File: src/adc_crb_pkg.sv
// shared constants of the converter register block
package adc_crb_pkg;

   localparam int REG_WORDS_DEF = 32;
   localparam int CHANNELS_DEF  = 10;

   // word_index is 5 bits, so no more than this many words can be reached
   localparam int WORD_SPAN = 32;
   localparam int PAD_BITS  = 12;
   localparam int PAD_SHIFT = 19;

   localparam logic [1:0] MODE_READ    = 2'd0;
   localparam logic [1:0] MODE_WRITE   = 2'd1;
   localparam logic [1:0] MODE_DEPOSIT = 2'd2;

   localparam logic [4:0]  CTRL_WORD  = 5'(32'h0C >> 2);
   localparam logic [31:0] DATA_MASK  = 32'h0000_FFFF;
   localparam logic [31:0] DONE_MASK  = 32'h0001_0000;
   localparam logic [31:0] START_MASK = 32'h0002_0000;

endpackage

File: src/adc_conversion_register_block_top.sv
// converter register block: register bank, sample store and bus read/write path
//
//   channel | ports                                              | direction
//   --------+----------------------------------------------------+----------
//   request | req_valid req_stall req_mode req_word_index        | in
//           | req_write_data req_sample_channel req_sample_value |
//   reply   | rsp_valid rsp_stall rsp_read_data                  | out
//   req_stall is an output and rsp_stall an input.
// one beat per cycle while the request side is not stalled: an accepted beat
// is held in the input register, then updates the bank or sample store and,
// for a bus read, loads the reply register.
// reset clears the bank and the sample store at once; nothing else to wait for.
// only a read held behind a stalled reply stalls the request side.
module adc_conversion_register_block_top #(
   parameter int REG_WORDS = adc_crb_pkg::REG_WORDS_DEF,
   parameter int CHANNELS  = adc_crb_pkg::CHANNELS_DEF
) (
   input  logic        clock,
   input  logic        reset,
   input  logic        req_valid,
   output logic        req_stall,
   input  logic [1:0]  req_mode,
   input  logic [4:0]  req_word_index,
   input  logic [31:0] req_write_data,
   input  logic [7:0]  req_sample_channel,
   input  logic [15:0] req_sample_value,
   output logic        rsp_valid,
   input  logic        rsp_stall,
   output logic [31:0] rsp_read_data
);

   localparam int BANK_DEPTH = (REG_WORDS < adc_crb_pkg::WORD_SPAN) ?
                               REG_WORDS : adc_crb_pkg::WORD_SPAN;
   localparam int IDX_W  = (BANK_DEPTH > 1) ? $clog2(BANK_DEPTH) : 1;
   localparam int CH_W   = (CHANNELS > 1) ? $clog2(CHANNELS) : 1;
   localparam int PICK_N = (CHANNELS < adc_crb_pkg::PAD_BITS) ?
                           CHANNELS : adc_crb_pkg::PAD_BITS;

   logic [31:0] bank_ff [BANK_DEPTH];
   logic [15:0] sample_ff [CHANNELS];

   logic        s1_valid_ff;
   logic [1:0]  s1_mode_ff;
   logic [4:0]  s1_idx_ff;
   logic [31:0] s1_data_ff;
   logic [7:0]  s1_ch_ff;
   logic [15:0] s1_val_ff;

   logic        rsp_valid_ff;
   logic        rsp_valid_in;
   logic [31:0] rsp_data_ff;

   logic        s1_is_read;
   logic        out_free;
   logic        advance;
   logic        s1_load;
   logic        word_hit;
   logic        ch_hit;
   logic [31:0] bank_word;
   logic [adc_crb_pkg::PAD_BITS-1:0] pads;
   logic [CH_W-1:0] pick;
   logic        ctrl_start;
   logic [31:0] read_word;
   logic [31:0] write_word;

   assign s1_is_read = (s1_mode_ff == adc_crb_pkg::MODE_READ);
   assign out_free   = !rsp_valid_ff || !rsp_stall;
   assign advance    = s1_valid_ff && (!s1_is_read || out_free);
   assign req_stall  = s1_valid_ff && !advance;
   assign s1_load    = req_valid && !req_stall;

   assign word_hit  = ({1'b0, s1_idx_ff} < 6'(BANK_DEPTH));
   assign ch_hit    = (s1_ch_ff < 8'(CHANNELS));
   assign bank_word = word_hit ? bank_ff[s1_idx_ff[IDX_W-1:0]] : '0;
   assign pads      = bank_word[adc_crb_pkg::PAD_SHIFT +: adc_crb_pkg::PAD_BITS];

   // lowest enabled pad among the ones that have a channel
   always_comb begin
      pick = '0;
      for (int i = PICK_N - 1; i >= 0; i--) begin
         if (pads[i]) begin
            pick = CH_W'(i);
         end
      end
   end

   assign ctrl_start = (s1_idx_ff == adc_crb_pkg::CTRL_WORD) &&
                       ((bank_word & adc_crb_pkg::START_MASK) != '0);
   assign read_word  = ctrl_start ?
                       ((bank_word & ~adc_crb_pkg::DATA_MASK) | adc_crb_pkg::DONE_MASK |
                        {16'b0, sample_ff[pick]}) : bank_word;
   assign write_word = (s1_idx_ff == adc_crb_pkg::CTRL_WORD) ?
                       (s1_data_ff & ~(adc_crb_pkg::DONE_MASK | adc_crb_pkg::DATA_MASK)) :
                       s1_data_ff;

   always_comb begin
      rsp_valid_in = rsp_valid_ff && rsp_stall;
      if (advance && s1_is_read) begin
         rsp_valid_in = 1'b1;
      end
   end

   always_ff @(posedge clock) begin
      if (reset) begin
         s1_valid_ff  <= 1'b0;
         rsp_valid_ff <= 1'b0;
      end else begin
         if (s1_load || advance) begin
            s1_valid_ff <= s1_load;
         end
         rsp_valid_ff <= rsp_valid_in;
      end
   end

   always_ff @(posedge clock) begin
      if (s1_load) begin
         s1_mode_ff <= req_mode;
         s1_idx_ff  <= req_word_index;
         s1_data_ff <= req_write_data;
         s1_ch_ff   <= req_sample_channel;
         s1_val_ff  <= req_sample_value;
      end
      if (advance && s1_is_read) begin
         rsp_data_ff <= read_word;
      end
   end

   always_ff @(posedge clock) begin
      if (reset) begin
         for (int i = 0; i < BANK_DEPTH; i++) begin
            bank_ff[i] <= '0;
         end
      end else if (advance && s1_mode_ff == adc_crb_pkg::MODE_WRITE && word_hit) begin
         bank_ff[s1_idx_ff[IDX_W-1:0]] <= write_word;
      end
   end

   always_ff @(posedge clock) begin
      if (reset) begin
         for (int i = 0; i < CHANNELS; i++) begin
            sample_ff[i] <= '0;
         end
      end else if (advance && s1_mode_ff == adc_crb_pkg::MODE_DEPOSIT && ch_hit) begin
         sample_ff[s1_ch_ff[CH_W-1:0]] <= s1_val_ff;
      end
   end

   assign rsp_valid     = rsp_valid_ff;
   assign rsp_read_data = rsp_data_ff;

endmodule

File: config.mk
export PLATFORM = sky130hd
export DESIGN_NAME = adc_conversion_register_block_top
export DESIGN_NICKNAME = d
export VERILOG_FILES = /design/src/adc_crb_pkg.sv /design/src/adc_conversion_register_block_top.sv
export SDC_FILE = /design/constraint.sdc
export NUM_CORES = 2
export LEC_CHECK = 0
export BUFFER_PORTS_ARGS = -buffer_cell sky130_fd_sc_hd__buf_4
export CAP_MARGIN = 20
export CORE_ASPECT_RATIO = 0.9
export CORE_MARGIN = 2
export CORE_UTILIZATION = 41
export CTS_BUF_LIST = sky130_fd_sc_hd__clkbuf_4
export CTS_CLUSTER_SIZE = 24
export DETAILED_ROUTE_END_ITERATION = 10
export SYNTH_ARGS = -nofsm -noshare
export SYNTH_HDL_FRONTEND = slang
export SYNTH_SLANG_ARGS = --single-unit
File: constraint.sdc
create_clock -name clock -period 10.9 [get_ports clock]
set_input_delay 1.09 -clock clock [delete_from_list [all_inputs] [get_ports clock]]
set_output_delay 1.09 -clock clock [all_outputs]
set_load 0.005 [all_outputs]
==> metrics <==
status complete, no violations; Final setup viols 0; Die H 354 um; DR iter-0 viols 3949; CP Capture Type register; Final min period 5.76 ns; vias in the first global route 34629; share of post-route cells with drive strength above 1 26.3%; Max clock buf depth 4; Worst EP required 11.99 ns; pwr dens 173 mW/mm2; Avg WL per Cell 26.8 um; worst vdd ir 73.3 uV; Netlist cell types 53; Root Buffer clkbuf_4; final hold viol count 0; Global Route Usage Sum 23.5%; initial antenna violation count 8; total gr overflow 0; drt via density 5.64; die area 0.139 mm2; Std-Cell Rows 128; mean area per synthesized cell 14.9 um2; mux share of post-synthesis cell area 13.8%; main combinational cell family by area after synthesis multiplexers; CTS tree built; worst min path class in -> reg; DP Worst Slack 5.01 ns; crit path launch type register; clock slew at reported path FFs 0.06 ns; Sw Share 25.3%; setup bufs post-CTS 0; Flop pwr share 51.5%; Post-Syn Instances 3747; sequential-to-total area share from yosys stat 69.0%; total CTS buffers 356; DP HPWL 92000 um; Yosys warnings 0; Main synth FF type edfxtp_1; clock sinks 1286; top cell type's share of synthesized area 68.7%; Worst path most repeated cell buf_4; GPL Wtd Cong 0.832; fin crit share 52.8%; chip width 393 um; Final Skew 0.124 ns; DRT Pass-1 Iters 6; Routed Antenna Nets 0; core area 0.135 mm2; RSZ-0062 raised after global routing false; initial core utilization 41.3%; number of nets in the layout 4112; Worst-Skew Late Latency 1.31 ns; Fmax 0.174 GHz; net load switching power 0.00279 W; Setup TNS 0 ns; synthesized area 0.0559 mm2; HP Start rsp_stall; CP Cell Sequence buf_4 > mux4_2 > a22o_1 > a221oi_2 > nand3_2 > o211ai_4 > buf_4 > nor3b_4 > nand2_1 > o221ai_1 > nand3_1 > o31ai_2; WL final 163000 um; r2r worst-path depth 12; EDFF count, synth 1279; CP Max Fanout 45; IO buf count 100; crit-path max cell delay 1.01 ns; combinational share of power 10.3%; XOR/XNOR Fraction of Synth Area 0%; Pleak 25.1 nW; fillers 11756; synth top area cells edfxtp_1 (69%), mux4_2 (10%), and3_1 (5.4%); clock power share 38.2%; Layout Area Growth over Synthesis 14.2%; DRC Markers 0; vias 34404; Final WS setup 5.14 ns; post-synthesis adder-cell area fraction 0%; pin count of the biggest net entering global routing 117; #FFs+latches synth 1286; CP max-delay cell dfxtp_4; Synth Area in Compound Gates 1.78%; Post-Synth Simple-Gate Area 12.5%; Async SR Flop Fraction 0%; Int Pwr 0.00824 W; Crit Path Category reg -> reg; area leader, netlist edfxtp_1; MaxCap Viol Count 0; H-tree Lvls 5; Ports 101; CP arrival 6.85 ns; Slew Limit Headroom 22.0%; global-route wire length before repair 237000 um; Tightest Pin Transition 1.17 ns; max-slew violations 0; Worst Hold Depth 3
[worst max-delay path, delay by kind of cell, from the launching register on]
kind | cells | cell delay (ns)
flops | 1 | 1.01
simple gates | 4 | 1.39
mux | 1 | 0.58
buf+inv | 2 | 1.21
compound gates | 5 | 1.18
[sequential cells by signal, indices dropped and copies added, names as in the netlist, named ones only]
signal and flops:
bank_ff 1024, rsp_read_data 32, rsp_valid 1, s1_ch_ff 8, s1_data_ff 32, s1_idx_ff 5
s1_mode_ff 2, s1_val_ff 16, s1_valid_ff 1, sample_ff 160
[Yosys cell counts, drive strengths merged (3+ instances only)]
library cell and count:
a211oi 3, a21oi 8, a221oi 8, a22o 10
a22oi 44, and2 4, and3 487, buf 62
clkbuf 298, dfxtp 7, edfxtp 1279, inv 42
mux2 21, mux2i 177, mux4 252, nand2 234
nand2b 7, nand3 36, nand4 3, nor2 693
nor2b 7, nor3 8, o21ai 4, o221ai 16
o31ai 17
[power by group through the flow]
stage | logic (W) | registers [W] | clock network (W)
after detailed placement | 0.00109 | 0.00580 | 0
after CTS | 0.00111 | 0.00569 | 0.00429
after global placement | 0.00107 | 0.00580 | 0
after floorplan | 0.000716 | 0.00573 | 0
final | 0.00114 | 0.00568 | 0.00421
after global routing | 0.00120 | 0.00570 | 0.00455
[final timing paths]
kind                                    endpoint  slack (ns)
worst max-delay path            rsp_read_data[9]        5.14
worst min-delay path                   rsp_valid        0.20
worst max register to register  rsp_read_data[9]        5.14
worst min register to register         rsp_valid        0.56
[logic make-up (layout without fill, tap and decap cells)]
family          count (synthesis)  after routing
buf+inv                       402            913
simple gates                 1489           1489
other cells                     1             22
mux                           450            450
compound gates                119            119
flops                        1286           1286
[per-stage QoR]
stage	cells	power (W)	hold WS [ns]	utilization (%)	instance area (um2)
floorplan	3763	0.00645	0.481	-	55900
global placement	5424	0.00687	0.548	43.2	58500
detailed placement	5429	0.00689	0.554	43.3	58600
CTS	6081	0.0111	0.0747	46.9	63500
global route	6098	0.0114	0.131	47.2	63800
finish	6099	0.0110	0.203	47.2	63800
[routing by layer]
| metal | global-route usage, % | vias up | part of all wire (%) |
|---|---|---|---|
| li1 | - | 14865 | - |
| met1 | 32.7 | 17526 | 41 |
| met2 | 35.5 | 1746 | 46 |
| met3 | 7.29 | 261 | 11 |
| met4 | 7.06 | 6 | 2.2 |
| met5 | 0 | - | 0.028 |
[layout by cell type (no fill, tap or decap), types with 21 or more instances in the layout]
cell type	n
mux2_2	21
nand2_1	202
buf_4	200
mux4_2	252
mux2i_1	177
inv_1	37
nand2_2	32
nand3_1	34
a22oi_1	44
edfxtp_1	1279
and3_1	485
clkbuf_4	534
nor2_1	685
clkinv_1	43
dlygate4sd3_1	65
[cell type report]
type / count / area (um2) / share of cell area (%)
diodes: 5 / 12.5 / 0.0196
clock buffers: 534 / 4010 / 6.28
clock inverters: 53 / 235 / 0.369
inverters: 42 / 160 / 0.251
multi-input cells: 2075 / 16000 / 25.0
flip-flops and latches: 1286 / 38600 / 60.4
well taps: 1820 / 2280 / 3.57
repair buffers: 284 / 2610 / 4.09
[timing repair]
| item | in CTS | in global routing |
|---|---|---|
| hold endpoints to repair | 70 | 0 |
| resized for setup | 0 | 0 |
| hold buffers | 65 | 0 |
| setup endpoints to repair | 0 | 0 |
No activity file was read; power rests on OpenSTA's default activity.
